[src/maki_pkg.sv]
`default_nettype none
package maki_pkg;

    localparam int MAX_WIDTH    = 640;
    localparam int MAX_HEIGHT   = 400;
    localparam int FLAG_A_BYTES = 1000;
    localparam int FLAG_B_BYTES = 16384;
    localparam int PIXEL_BYTES  = 131072;
    localparam int MAX_GAP_ROWS = 4;

    localparam int VS_NIBBLES   = (MAX_WIDTH / 8) * MAX_HEIGHT;
    localparam int ROW_PAIRS    = MAX_WIDTH / 2;
    localparam int RECENT_DEPTH = MAX_GAP_ROWS * ROW_PAIRS;

    localparam logic [5:0] W16_MAX = 6'(MAX_WIDTH / 16);
    localparam logic [6:0] H4_MAX  = 7'(MAX_HEIGHT / 4);

    localparam logic [2:0] MODE_FLAG_A = 3'd0;
    localparam logic [2:0] MODE_FLAG_B = 3'd1;
    localparam logic [2:0] MODE_PIXEL  = 3'd2;
    localparam logic [2:0] MODE_START  = 3'd3;
    localparam logic [2:0] MODE_FETCH  = 3'd4;

    localparam logic [1:0] REG_WIDTH   = 2'd0;
    localparam logic [1:0] REG_HEIGHT  = 2'd1;
    localparam logic [1:0] REG_VARIANT = 2'd2;

    typedef struct packed {
        logic load;
        logic start;
        logic ex_rd_a;
        logic ex_rd_b;
        logic ex_cap_hi;
        logic ex_cap_lo;
        logic ex_clr;
        logic ex_wr;
        logic fe_rd;
        logic fe_commit;
    } cmd_t;

    typedef struct packed {
        logic frame_active;
        logic fa_bit;
        logic nib_last;
        logic blk_last;
        logic out_free;
    } status_t;

endpackage
`default_nettype wire

[src/maki_ctrl.sv]
`default_nettype none
module maki_ctrl (
    input  wire logic              aclk,
    input  wire logic              aresetn,
    input  wire logic              in_xfer,
    input  wire logic [2:0]        in_mode,
    input  wire maki_pkg::status_t st,
    output logic                   in_ready,
    output maki_pkg::cmd_t         cmd
);
    localparam logic [2:0] S_IDLE = 3'd0;
    localparam logic [2:0] S_EX_A = 3'd1;
    localparam logic [2:0] S_EX_F = 3'd2;
    localparam logic [2:0] S_EX_H = 3'd3;
    localparam logic [2:0] S_EX_L = 3'd4;
    localparam logic [2:0] S_EX_W = 3'd5;
    localparam logic [2:0] S_FE_R = 3'd6;
    localparam logic [2:0] S_FE_C = 3'd7;

    logic [2:0] state_reg, state_next;

    always_ff @(posedge aclk) begin
        if (!aresetn) begin
            state_reg <= S_IDLE;
        end else begin
            state_reg <= state_next;
        end
    end

    always_comb begin
        state_next = state_reg;
        cmd        = '0;
        in_ready   = 1'b0;
        unique case (state_reg)
            S_IDLE: begin
                in_ready = 1'b1;
                if (in_xfer) begin
                    case (in_mode) inside
                        maki_pkg::MODE_FLAG_A, maki_pkg::MODE_FLAG_B,
                        maki_pkg::MODE_PIXEL: cmd.load = 1'b1;
                        maki_pkg::MODE_START: begin
                            cmd.start  = 1'b1;
                            state_next = S_EX_A;
                        end
                        maki_pkg::MODE_FETCH: begin
                            if (st.frame_active) begin
                                cmd.fe_rd  = 1'b1;
                                state_next = S_FE_C;
                            end
                        end
                        default: ;
                    endcase
                end
            end
            S_EX_A: begin
                cmd.ex_rd_a = 1'b1;
                state_next  = S_EX_F;
            end
            S_EX_F: begin
                if (st.fa_bit) begin
                    cmd.ex_rd_b = 1'b1;
                    state_next  = S_EX_H;
                end else begin
                    cmd.ex_clr = 1'b1;
                    state_next = S_EX_W;
                end
            end
            S_EX_H: begin
                cmd.ex_cap_hi = 1'b1;
                cmd.ex_rd_b   = 1'b1;
                state_next    = S_EX_L;
            end
            S_EX_L: begin
                cmd.ex_cap_lo = 1'b1;
                state_next    = S_EX_W;
            end
            S_EX_W: begin
                cmd.ex_wr = 1'b1;
                if (st.nib_last) begin
                    state_next = st.blk_last ? S_IDLE : S_EX_A;
                end
            end
            S_FE_R: begin
                cmd.fe_rd  = 1'b1;
                state_next = S_FE_C;
            end
            S_FE_C: begin
                if (st.out_free) begin
                    cmd.fe_commit = 1'b1;
                    state_next    = S_IDLE;
                end
            end
            default: state_next = S_IDLE;
        endcase
    end
endmodule
`default_nettype wire

[config.mk]
export PLATFORM = sky130hd
export DESIGN_NAME = maki_ctrl
export DESIGN_NICKNAME = d
export VERILOG_FILES = /design/src/maki_pkg.sv /design/src/maki_ctrl.sv
export SDC_FILE = /design/constraint.sdc
export NUM_CORES = 1
export LEC_CHECK = 0
export ABC_AREA = 1
export BUFFER_PORTS_ARGS = -buffer_cell sky130_fd_sc_hd__buf_4
export CORE_AREA = 5 5 42 44
export DETAILED_ROUTE_END_ITERATION = 8
export DIE_AREA = 0 0 47 49
export HOLD_SLACK_MARGIN = 0.02
export PLACE_DENSITY = 0.6
export SLEW_MARGIN = 15
export SYNTH_ARGS = -nofsm -noshare
export SYNTH_HDL_FRONTEND = slang
export SYNTH_SLANG_ARGS = --single-unit
[constraint.sdc]
create_clock -name aclk -period 1.55 [get_ports aclk]
set_clock_uncertainty 0.2 [all_clocks]
set_input_delay 0.155 -clock aclk [delete_from_list [all_inputs] [get_ports aclk]]
set_output_delay 0.155 -clock aclk [all_outputs]
set_load 0.005 [all_outputs]
==> metrics, run 1 <==
TritonRoute pass-1 iters 3; hold path endpoint state_reg[0]$_SDFFE_PN0P_; post-synthesis sequential area ratio 16.1%; WHS a little under 0.08 ns; setup violators final 0; routed len/inst 9.48 um; Netlist cell types 20; layout net count 105; Initial DRC Count 8; yosys warns 0; Hold WC Path Type input port to flip-flop; combinational fraction of design power between 70% and 80%; largest net degree at the start of global routing 9; initial antenna violation count 0; Setup TNS Final 0 ns; core area 0.00140 mm2; Worst R2R End state_reg[1]$_SDFFE_PN0P_; PortBufs 21; Final Core Density a little under half; syn nets 71; static leakage around 0.00036 uW; worst-margin pin slew 0.242 ns; hold depth 4; CTS sink count 3; status completed; Peak supply drop about 0.83 mV; Vias/cell about 4.3; initial core utilization 26.7%; Tcrit/Tclk final roughly 99%; WP data arrival 1.19 ns; final wirelength approximately 1000 um; Reg area ~66 um2; Root Driver clkbuf_4; RSZ-0062 raised after global routing true; CTS Buffer Depth 2; Min-Delay Startpoint st[1]; DR vias approximately 470; FILL cells roughly 160; share of post-route cells with drive strength above 1 between 50 and 60%; slew margin rel. between 80 and 90%; fmax 649 MHz; Worst EP required 1.19 ns; CTS tree yes; Seq pwr share 16.8%; Pint 656 uW; Crit Path Max Fanout 5; R2R Path Start state_reg[1]$_SDFFE_PN0P_; synthesized instance count 60; Ports 22; grt ovf 0; Clk pwr share roughly 11%; design area approximately 660 um2; #FFs+latches synth 3; max reg flops 3; detailed placement HPWL about 830 um; internal reg-to-reg setup slack approximately 0.19 ns; Mapped Area 374 um2; CTS H-Tree Depth 1; vias in the first global route about 420; Sw Ratio approximately 44%; multi-input logic area 277 um2; worst skew pair latency 0.23 ns; syn avg cell area between 6 and 7 um2; post-route ant nets 0; Slew Limit Fails 0; Num CTS Buffers 3; R2R depth 9; switching power about 530 uW; Max Cap Violations 0; Hold Fails Final Rpt 0; Die Wd 47 um; Die H approximately 50 um; Clock Pin Slew Worst Setup and Hold Paths roughly 0.040 ns; die area between 0.002 and 0.0025 mm2; Post-Place Cells 96; routability-driven placement congestion ratio around 0.72; Post-Layout Cell Count approximately 110; nature of the critical path endpoint output port; Area Growth Syn to Fin 77.6%; Tmin final around 1.5 ns; Tot GR Track Use 9.70%; pwr dens around 1800 mW/mm2; crit path kind flip-flop to output port; diodes inserted 0; FP Rows 14; placed cell areas around 540 um2; first-pass GRT wire length ~1700 um; drc violations 0; Worst setup SP type flip-flop
-- critical path, stage by stage (launching register included) --
cell	delay (ns)
dfxtp_4	0.35
inv_4	0.07
nand2_4	0.06
nor2_8	0.09
nand2_4	0.06
a211oi_2	0.19
buf_4	0.14
-- layer usage --
layer  wire (um)  global-route usage, %  up-vias  share of wire (%)
met1         428                   11.4      201                 41
met5           0                      0        -                  0
met3         106                   4.80        0                 10
met4           0                   2.76        0                  0
li1            -                      -      256                  -
met2         498                   15.2       17                 48
-- layout by cell type (no fill, tap or decap) --
cell type      netlist  final
dfxtp_2              0      2
nor3_2               0      1
dfxtp_4              0      1
o21ai_1              0      1
o21ai_0              3      2
nor2_8               1      1
inv_2                1      2
nand3_1              3      3
nand3_2              3      3
a21oi_1              3      3
clkbuf_4             0      3
dlygate4sd3_1        0      1
a211oi_2             0      1
buf_4                0     30
nand4_1              2      2
nand3b_1             1      1
nand2_2              2      2
nand2_1              9      8
nor2_4               1      1
nand2_4              1      2
inv_1                8      7
nor2_1              13     10
inv_4                1      1
clkbuf_1             0      1
nor2_2               1      4
-- cells by family after synthesis --
| logic type | count (synthesis) | share of synthesized area, % |
|---|---|---|
| simple gates | 38 | 57.2 |
| buf+inv | 12 | 16.7 |
| flops | 3 | 16.1 |
| compound gates | 7 | 10.0 |
-- synthesized netlist by cell type --
cell type  instances  share of area, %
o21ai_0            3               4.0
nor2_1            13                13
dfxtp_1            3                16
nand2_1            9               9.0
inv_1              8               8.0
nand2_4            1               3.0
nor2_4             1               3.0
buf_6              2               6.0
nand3_1            3               4.0
nand4_1            2               3.3
inv_4              1               1.7
a21oi_1            3               4.0
a211oi_1           1               2.0
nor3_1             1               1.3
nor2_8             1               5.4
nand3b_1           1               2.0
nand3_2            3               8.0
nand2_2            2               3.3
inv_2              1               1.0
nor2_2             1               1.7
-- how the worst max path moves through the flow --
stage	startpoint	endpoint	slack, ns	depth (start not counted)
after floorplan	state_reg[0]$_SDFFE_PN0P_	cmd[9]	0.25	6
after global placement	state_reg[2]$_SDFFE_PN0P_	state_reg[1]$_SDFFE_PN0P_	0.06	7
after detailed placement	state_reg[2]$_SDFFE_PN0P_	state_reg[1]$_SDFFE_PN0P_	0.04	7
after CTS	state_reg[0]$_SDFFE_PN0P_	cmd[9]	-0.003	6
after global routing	state_reg[0]$_SDFFE_PN0P_	cmd[9]	-0.07	6
final	state_reg[0]$_SDFFE_PN0P_	cmd[9]	0.01	6
-- what timing repair did --
action,in CTS,in global routing
hold buffers,1,0
gates resized for setup,6,7
endpoints found under the hold margin,3,0
buffers inserted,3,5
pin swaps,1,3
setup endpoints to repair,7,4
-- power groups by stage --
| stage | Clock (uW) | Sequential [uW] | Combinational (uW) |
|---|---|---|---|
| CTS | 138 | 200 | 744 |
| finish | 134 | 199 | 850 |
| global route | 146 | 210 | 949 |
| global placement | 0 | 190 | 642 |
| detailed placement | 0 | 191 | 655 |
| floorplan | 0 | 131 | 532 |
-- metrics by stage --
stage / setup WS [ns] / power, uW
6_report: 0.00973 / 1180
5_1_grt: -0.0740 / 1300
4_1_cts: -0.00337 / 1080
3_5_place_dp: 0.0431 / 846
3_3_place_gp: 0.0603 / 832
2_1_floorplan: 0.251 / 663
-- layout make-up --
cell class,count,share of cell area [%]
multi-input cells,45,41.6
inverters,10,6.03
well taps,16,3.01
repair buffers,31,35.4
clock buffers,4,3.95
flip-flops and latches,3,9.98
(Power assumes the default switching activity.)
==> run 2: changes to the inputs <==
==> constraint.sdc (replaced) <==
create_clock -name aclk -period 1.55 [get_ports aclk]
set_clock_uncertainty 0.2 [all_clocks]
set_input_delay 0.31 -clock aclk [delete_from_list [all_inputs] [get_ports aclk]]
set_output_delay 0.31 -clock aclk [all_outputs]
set_load 0.005 [all_outputs]
==> run 2 against run 1 <==
- the run now ends with setup timing left
- sequential power barely moved
- setup slack got worse by 0.11 ns
- hold slack improved by 0.024 ns
- via count rose by 2.7%
- first-iteration DRC count fell by 50%
- critical path type unchanged
==> metrics, run 2 (synthesis results as in run 1) <==
critical path, cell by cell inv_4 -> nand2_4 -> nor2_8 -> nand2_4 -> a211oi_2 -> buf_4; nature of the critical path endpoint output port; most frequent cells in the layout buf_4 (27), nor2_1 (11), nand2_1 (8), inv_1 (6), buf_6 (5); hold path endpoint state_reg[1]$_SDFFE_PN0P_; switching power 619 uW (+18%); Worst path slowest cell dfxtp_2; first-pass GRT wire length 1630 um (-2.5%); initial antenna violation count 0 (unchanged); internal reg-to-reg setup slack 0.04 ns (-0.15 ns); Pint 784 uW (+20%); Tot GR Track Use 10.4% (+0.71 points); hold depth 3 (-1); Crit Path Max Fanout 3 (-2); vias in the first global route 396 (-5.5%); max reg flops 3 (unchanged); Post-Place Cells 98 (+2.1%); Sw Ratio 44.1% (-0.39 points); setup violators final 10 (+10); R2R depth 10 (+1); Tmin final 1.65 ns (+0.113 ns); Ports 22 (unchanged); CTS Buffer Depth 2 (unchanged); Vias/cell 4.43 (+1.8%); slowest cell delay on critical path 0.32 ns (-0.03 ns); commonest non-fill, non-tap cell in the layout buf_4; critical path buffer and inverter count 2 (unchanged); FILL cells 153 (-3.8%); Post-Layout Cell Count 110 (+0.92%); Root Driver clkbuf_4; CTS tree yes; routability-driven placement congestion ratio 0.787 (+8.9%); layout net count 106 (+0.95%); Worst setup SP type flip-flop; failing checks setup timing; WP data arrival 1.14 ns (-0.05 ns); Hold Fails Final Rpt 0 (unchanged); core area 0.00140 mm2 (unchanged); Worst R2R End state_reg[1]$_SDFFE_PN0P_; FP Rows 14 (unchanged); Seq pwr share 14.0% (-2.8 points); CP top delay family flip-flops; worst skew pair latency 0.24 ns (about the same); static leakage 0.000373 uW (+3.3%); routed len/inst 10.7 um (+13%); PortBufs 21 (unchanged); combinational fraction of design power 75.8% (+3.9 points); Num CTS Buffers 3 (unchanged); largest net degree at the start of global routing 10 (+1); Die H 49 um (unchanged); pwr dens 1950 mW/mm2 (+9.4%); PnR worst setup slack -0.103 ns (-0.113 ns); pre-CTS setup slack 0.0404 ns (-0.00275 ns); Tcrit/Tclk final 107% (+7.3 points); initial core utilization 26.7% (unchanged); Worst EP required 1.04 ns (-0.15 ns); Clock Pin Slew Worst Setup and Hold Paths 0.04 ns (about the same); Area Growth Syn to Fin 92.6%; Die Wd 47 um (unchanged); TritonRoute pass-1 iters 4 (+1); Slew Limit Fails 0 (unchanged); Initial DRC Count 4 (-4); die area 0.00230 mm2 (unchanged); final wirelength 1180 um (+14%); share of post-route cells with drive strength above 1 63.8% (+5.8 points); status finished with violations; detailed placement HPWL 883 um (+6.8%); Hold WC Path Type input port to flip-flop; fmax 605 MHz (-6.8%); crit path kind flip-flop to output port; grt ovf 0 (unchanged); diodes inserted 0 (unchanged); CTS H-Tree Depth 1 (unchanged); R2R Path Start state_reg[0]$_SDFFE_PN0P_; Peak supply drop 0.868 mV (+4.9%); drc violations 0 (unchanged); CTS sink count 3 (unchanged); DR vias 487 (+2.7%); CP most frequent cell nand2_4; post-route ant nets 0 (unchanged); worst-margin pin slew 0.196 ns (-0.0456 ns); Min-Delay Startpoint aresetn; Clk pwr share 10.3% (-1.0 points); slew margin rel. 86.8% (+2.9 points); RSZ-0062 raised after global routing true; Max Cap Violations 0 (unchanged)
==> run 2: power groups by stage <==
stage          sequential [uW]  combinational (uW)  clock (uW)
2_1_floorplan              131                 532           0
3_3_place_gp               173                 711           0
3_5_place_dp               176                 725           0
4_1_cts                    185                 812         144
5_1_grt                    204                1150         156
6_report                   196                1060         144
==> run 2: cell type report <==
| type | count | area [um2] | area share, % |
|---|---|---|---|
| multi-input cells | 45 | 307 | 42.5 |
| repair buffers | 32 | 259 | 35.9 |
| flip-flops and latches | 3 | 66.3 | 9.20 |
| inverters | 10 | 42.5 | 5.90 |
| clock buffers | 4 | 26.3 | 3.65 |
| well taps | 16 | 20.0 | 2.78 |
==> run 2: timing repair <==
item	in CTS	in global routing
endpoints found under the setup margin	11	12
hold buffers	0	0
setup buffers	2	6
pin swaps	1	1
gates resized for setup	11	14
==> run 2: per-layer routing <==
metal	up-vias	track usage (%)	wire, um
met5	-	0	0
met4	0	9.68	36
met3	4	2.58	108
met2	20	15.8	576
met1	206	11.0	456
li1	257	-	-
==> run 2: worst min-delay path: cells and delay by family <==
family / cells / cell delay (ns)
buffers and inverters: 1 / 0.08
and+or+nand+nor: 2 / 0.11
==> run 2: stage by stage <==
step	TNS, ns	hold WS (ns)	cell area [um2]	power [uW]	utilization [%]
finish	-0.484	0.104	721	1400	51.4
floorplan	0	0.230	374	663	-
global placement	0	0.339	552	885	39.4
global route	-1.23	0.107	721	1510	51.4
CTS	-0.628	0.107	624	1140	44.6
detailed placement	0	0.347	552	901	39.4
==> run 2: worst max path at each step <==
stage                                   start     end  slack [ns]  depth (start not counted)
finish              state_reg[1]$_SDFFE_PN0P_  cmd[9]       -0.10                          6
global route        state_reg[1]$_SDFFE_PN0P_  cmd[9]       -0.17                          6
CTS                 state_reg[1]$_SDFFE_PN0P_  cmd[9]       -0.12                          6
detailed placement  state_reg[2]$_SDFFE_PN0P_  cmd[9]        0.04                          4
global placement    state_reg[1]$_SDFFE_PN0P_  cmd[9]        0.07                          6
floorplan           state_reg[0]$_SDFFE_PN0P_  cmd[9]         0.1                          6
